$ cat config.mk
export PLATFORM = sky130hd
export DESIGN_NAME = gffrp_ceil_div
export DESIGN_NICKNAME = d
export VERILOG_FILES = /design/src/sv/gffrp_pkg.sv /design/src/sv/gffrp_ceil_div.sv
export SDC_FILE = /design/constraint.sdc
export NUM_CORES = 1
export LEC_CHECK = 0
export BUFFER_PORTS_ARGS = -buffer_cell sky130_fd_sc_hd__buf_2
export CAP_MARGIN = 20
export CORE_ASPECT_RATIO = 0.9
export CORE_MARGIN = 4
export CORE_UTILIZATION = 50
export DETAILED_ROUTE_END_ITERATION = 6
export GPL_TIMING_DRIVEN = 0
export PLACE_DENSITY = 0.81
export SLEW_MARGIN = 20
export SYNTH_ARGS = -nofsm -noshare
export SYNTH_HDL_FRONTEND = slang
export SYNTH_SLANG_ARGS = --single-unit
$ cat constraint.sdc
create_clock -name clk -period 1.84 [get_ports clk]
set_input_delay 0.184 -clock clk [delete_from_list [all_inputs] [get_ports clk]]
set_output_delay 0.184 -clock clk [all_outputs]
set_load 0.03 [all_outputs]
$ cat src/sv/gffrp_pkg.sv
// ----------------------------------------------------------------------------
// gffrp_pkg: shared types and constants of the grid rectangle placer
// Field widths, register indexes and reset values, the controller states and
// the request and response words of the slot divider.
// ----------------------------------------------------------------------------
package gffrp_pkg;

  localparam int RECT_W     = 13;
  localparam int SLOT_W     = 8;
  localparam int POS_W      = 14;
  localparam int GRID_CFG_W = 7;
  localparam int CFG_IDX_W  = 2;
  localparam int CFG_DATA_W = 8;
  localparam int DIV_CNT_W  = 4;

  localparam int DEF_MAX_COLUMNS = 64;
  localparam int DEF_MAX_ROWS    = 64;
  localparam int DEF_ID_BITS     = 10;

  localparam logic [CFG_IDX_W-1:0] CFG_COLUMNS = 2'd0;
  localparam logic [CFG_IDX_W-1:0] CFG_ROWS    = 2'd1;
  localparam logic [CFG_IDX_W-1:0] CFG_SLOT    = 2'd2;

  localparam logic [GRID_CFG_W-1:0] RST_COLUMNS = 7'd64;
  localparam logic [GRID_CFG_W-1:0] RST_ROWS    = 7'd64;
  localparam logic [SLOT_W-1:0]     RST_SLOT    = 8'd16;

  typedef enum logic [3:0] {
    ST_IDLE,
    ST_DIV_W,
    ST_DIV_H,
    ST_CHECK,
    ST_SCAN_RD,
    ST_SCAN_WAIT,
    ST_SCAN_FIT,
    ST_SCAN_PICK,
    ST_MARK_RD,
    ST_MARK_WR,
    ST_FINISH
  } state_t;

  typedef struct packed {
    logic              start;
    logic [RECT_W-1:0] dividend;
    logic [SLOT_W-1:0] divisor;
  } div_req_t;

  typedef struct packed {
    logic              done;
    logic [RECT_W-1:0] slots;
  } div_resp_t;

endpackage

$ cat src/sv/gffrp_ceil_div.sv
// ----------------------------------------------------------------------------
// gffrp_ceil_div: iterative rounding-up divider
// Restoring division, one quotient bit per cycle, that turns a pixel length
// into a whole number of slots.
// ----------------------------------------------------------------------------
module gffrp_ceil_div (
  input  logic                  clk,
  input  logic                  rst,
  input  gffrp_pkg::div_req_t   req,
  output gffrp_pkg::div_resp_t  resp
);
  import gffrp_pkg::*;

  logic                 busy;
  logic                 done;
  logic [DIV_CNT_W-1:0] cnt;
  logic [RECT_W-1:0]    num;
  logic [SLOT_W-1:0]    dvs;
  logic [SLOT_W-1:0]    rem;
  logic [SLOT_W:0]      rem_sh;
  logic [SLOT_W-1:0]    rem_step;
  logic                 ge;

  assign rem_sh   = {rem, num[RECT_W-1]};
  assign ge       = rem_sh >= {1'b0, dvs};
  // The remainder stays below the divisor, so it always fits in SLOT_W bits.
  assign rem_step = ge ? SLOT_W'(rem_sh - {1'b0, dvs}) : SLOT_W'(rem_sh);

  always_ff @(posedge clk) begin
    if (rst) begin
      busy <= 1'b0;
      done <= 1'b0;
      cnt  <= '0;
    end else begin
      done <= 1'b0;
      if (req.start) begin
        busy <= 1'b1;
        cnt  <= '0;
      end else if (busy) begin
        cnt <= cnt + DIV_CNT_W'(1);
        if (cnt == DIV_CNT_W'(RECT_W - 1)) begin
          busy <= 1'b0;
          done <= 1'b1;
        end
      end
    end
  end

  // Quotient bits shift in from the bottom as dividend bits leave the top.
  always_ff @(posedge clk) begin
    if (req.start) begin
      num <= req.dividend;
      dvs <= req.divisor;
      rem <= '0;
    end else if (busy) begin
      num <= {num[RECT_W-2:0], ge};
      rem <= rem_step;
    end
  end

  assign resp.done  = done;
  assign resp.slots = num + RECT_W'(rem != '0);

endmodule

Word level (Yosys, flattened, before mapping)

Index checks and enable logic that the tools add are counted.

Register bits: 35
Bits of input ports: 24
Output and inout bits: 14
Word-level logic and storage cells: 23

Add/subtract/negate cells: 3
$lt $le $gt $ge: 1
Equal/unequal tests: 1
Muxes and demuxes: 7
Bitwise gates (word level): 1
Reduce and logical (&&, ||, !) cells: 4

Operator list:

| operator                                                       | count |
|---|---|
| 13-bit 2-to-1 mux                                              | 2 |
| 13-bit by 1-bit adder with 13-bit output                       | 1 |
| 9-bit by 8-bit greater-or-equal comparator with 1-bit output   | 1 |
| 8-bit 2-to-1 mux                                               | 1 |
| 8-bit nonzero test                                             | 1 |
| 8-bit subtractor                                               | 1 |
| 4-bit by 1-bit adder with 4-bit output (second input constant) | 1 |
| 4-bit == test (second input constant)                          | 1 |
| 1-bit 2-to-1 mux                                               | 4 |
| 3-bit OR reduction                                             | 1 |
| 2-bit nonzero test                                             | 1 |
| 2-bit OR reduction                                             | 1 |
| 1-bit inverter                                                 | 1 |

Depth between registers and ports, before layout

Word-level depth: 4
Gate-level depth with buffers: 9
Gate-level depth less buffers: 9

Worst setup path after synthesis

No wires, ideal clock.

Path kind: reg-to-output
Start point: reg rem[3]
End point: out resp[8] (netlist name)
Data arrival time: 1866 ps
Required time: 1656 ps
Setup slack: -210 ps
Cell stages (with the launch flop): 9
Path buffers: 0
Cell sequence: dfxtp_1 -> nor4_1 -> nand2_1 -> ha_1 -> ha_1 -> nand2_1 -> nor2_1 -> and3_1 -> xor2_1

RTL lines:

| element                | RTL line             | source |
|---|---|---|
| from (decl)            | gffrp_ceil_div.sv:19 | `logic [SLOT_W-1:0] rem;` |
| from (signal assigned) | gffrp_ceil_div.sv:57 | `rem <= rem_step;` |
| to (decl)              | gffrp_ceil_div.sv:10 | `output gffrp_pkg::div_resp_t resp` |

==> key figures <==
Yosys
  • Mapped Nets: 224
  • Syn Area/Cell: 10.8 um^2
  • Main synth FF type: edfxtp_1
  • Mapped Area: 0.00202 mm^2
  • Ys async rst share: 0%
  • Post-synth EDFFs: 21
  • Sequential-to-total area share from yosys stat: 45.1%
  • Yosys cell types: 45
  • Mapped Cells: 187
  • Yosys reg bits: 35
  • Synth Warn #: 0

Clock tree
  • CTS buffer count: 5
  • Clk sinks: 35
  • Worst-Skew Late Latency: 0.30 ns
  • H-tree Lvls: 2
  • Root Driver: clkbuf_8
  • CTS Buffer Depth: 2
  • Clock slew at reported path FFs: 0.08 ns
  • TritonCTS clock tree: done

Setup path
  • WP data arrival: 2.07 ns
  • Type of origin of the critical path: flop
  • Critical Path RT: 1.66 ns
  • Max FO, Critical Path: 3
  • Critical path endpoint category: output port
  • Critical path class: flop to output port
  • Reg2reg path depth: 7

GRT
  • Pin count of the biggest net entering global routing: 14
  • First-pass GRT wire length: around 8000 um
  • GRT Total Usage: 21.4%
  • Remaining Overflow, GRT: 0
  • Initial antenna violation count: 0
  • Vias in the first global route: 1,689

Timing
  • Slew margin rel.: 59.4%
  • Slew Viols, Final: 0
  • Measured slew at the worst slew-check pin: around 0.61 ns
  • Final hold vios: 0
  • Final worst setup slack: -0.416 ns
  • Setup Skew: 0.0116 ns
  • Fin crit period: about 2.3 ns
  • Maximum clock frequency: 443 MHz
  • Endpoints failing setup: 15
  • RSZ-0062 raised after global routing: yes
  • Final worst path period share: 123%

Routing
  • Initial DRC Count: ~150
  • Routed length per instance: 17.8 um
  • Vias per Instance: 5.65
  • ANT nets after route: 0
  • Final WL: roughly 5300 um
  • Post-route DRC: 0
  • Via count: about 1,700
  • DR pass1 iterations: 4

Run status
  • Outcome: finished with violations
  • Failing checks: setup timing

Finish
  • Most frequent cells in the layout: buf_2, buf_4, edfxtp_1
  • Final cell count without fillers: 298
  • Register Area: 926 um^2
  • Filler cells: between 200 and 250
  • Most common cell after layout, fill and taps aside: buf_2
  • Layout cell share with drive strength beyond 1: 55.6%
  • Area of the multi-input gates: 0.00137 mm^2
  • Final non-filler cell area: 0.00292 mm^2
  • # diodes: 0
  • Final core occ: 76.6%
  • Layout area overhead: 44.3%
  • Final nets: between 200 and 300

Worst hold path
  • Hold WC Path Type: primary input to flop
  • Hold path depth: 1

Floorplan
  • Die ar.: 0.00512 mm^2
  • I/O pins: 38
  • Core area: 0.00381 mm^2
  • Initial cell density of the core: between 50% and 60%
  • Chip width: between 70 and 80 um
  • Die H: 68.3 um
  • Rows: 21

Place
  • Cell count after placement: 270
  • Routability cong.: 0.879
  • Port Buffers: 37
  • Post-DP HPWL: 2950 um
  • Dpl cell area: 0.00232 mm^2

Flow run
  • Max Cap Viol: 0

Power and ir drop
  • Pwr/cell area: 738 mW/mm^2
  • Worst VDD drop: 544 uV
  • Total Power: 0.00215 W
  • Leakage Power: ~1.2 nW
## flip-flops by register name, summed over array words and instances (netlist names)
register	count
busy	1
cnt	4
done	1
dvs	8
num	13
rem	8
## layout make-up
class                      instances  share of cell area (%)
inverter                          13                    1.67
timing repair buffer              57                    13.8
sequential                        35                    31.7
clock inverter                     3                   0.515
tap                               46                    1.97
buffer                             5                    1.07
multi-input combinational        134                    46.8
clock buffer                       5                    2.36
## synthesized netlist by cell type (all sizes together) (5+ instances only)
library cell	instances	area (um^2)
dfxtp	14	280
xnor2	8	70.1
nand2	13	48.8
nand3	10	55.1
a21oi	5	25.0
o21ai	5	28.8
inv	13	48.8
edfxtp	21	631
ha	12	150
mux2i	5	50.1
nor2	18	67.6
xor2	11	96.3
mux2	13	146
## where the power goes
group	switching, W	leakage, nW	internal (W)
sequential	0.0000748	0.328	0.000897
clock	0.000287	0.0392	0.000257
combinational	0.000328	0.832	0.000308
## what timing repair did
action / in CTS / in global routing
hold buffers: 0 / 0
pin swaps: 17 / 6
setup buffers: 16 / 4
resized for setup: 64 / 23
endpoints found under the setup margin: 20 / 34
## per-layer routing
metal  share of wire, %  track usage, %  vias to the layer above
met1                 40            24.5                      827
met2                 54            37.5                       46
met5                  0               0                        -
li1                   -               -                      796
met4                2.4            10.2                        0
met3                4.3            4.85                       14
## through the flow
stage | worst slack (ns) | hold WS [ns] | setup TNS, ns
after CTS | -0.388 | 0.0559 | -3.11
after global placement | -0.296 | 0.360 | -1.74
final | -0.416 | 0.0564 | -3.72
after detailed placement | -0.322 | 0.362 | -2.33
after floorplan | -0.0784 | 0.256 | -0.197
after global routing | -0.490 | 0.0526 | -5.24
## worst paths after layout
check | from | endpoint | slack (ns)
max | rem[6] | resp[12] | -0.42
min | req[4] | dvs[4] | 0.06
max reg2reg | rem[3] | rem[7] | -0.13
min reg2reg | cnt[3] | done | 0.50
## cells by family after synthesis
kind of cell               count (synthesis)  share of synthesized area [%]
buffers and inverters                     18                           3.96
muxes                                     18                           9.72
xor gates and xnor gates                  19                           8.24
AOI/OAI and AO/OA                         24                           9.60
and+or+nand+nor                           60                           15.0
DFF                                       35                           45.1
adders and majority gates                 13                           8.42
## worst max-delay path: stages (launching register included)
cell and delay (ns):
dfxtp_2 0.34, nor4_4 0.28, nand2_2 0.12, ha_4 0.19
ha_4 0.16, nand2_2 0.06, nor2_2 0.04, and3_4 0.21
nand3_2 0.09, xnor2_2 0.11, buf_6 0.16
(Power assumes the default switching activity.)
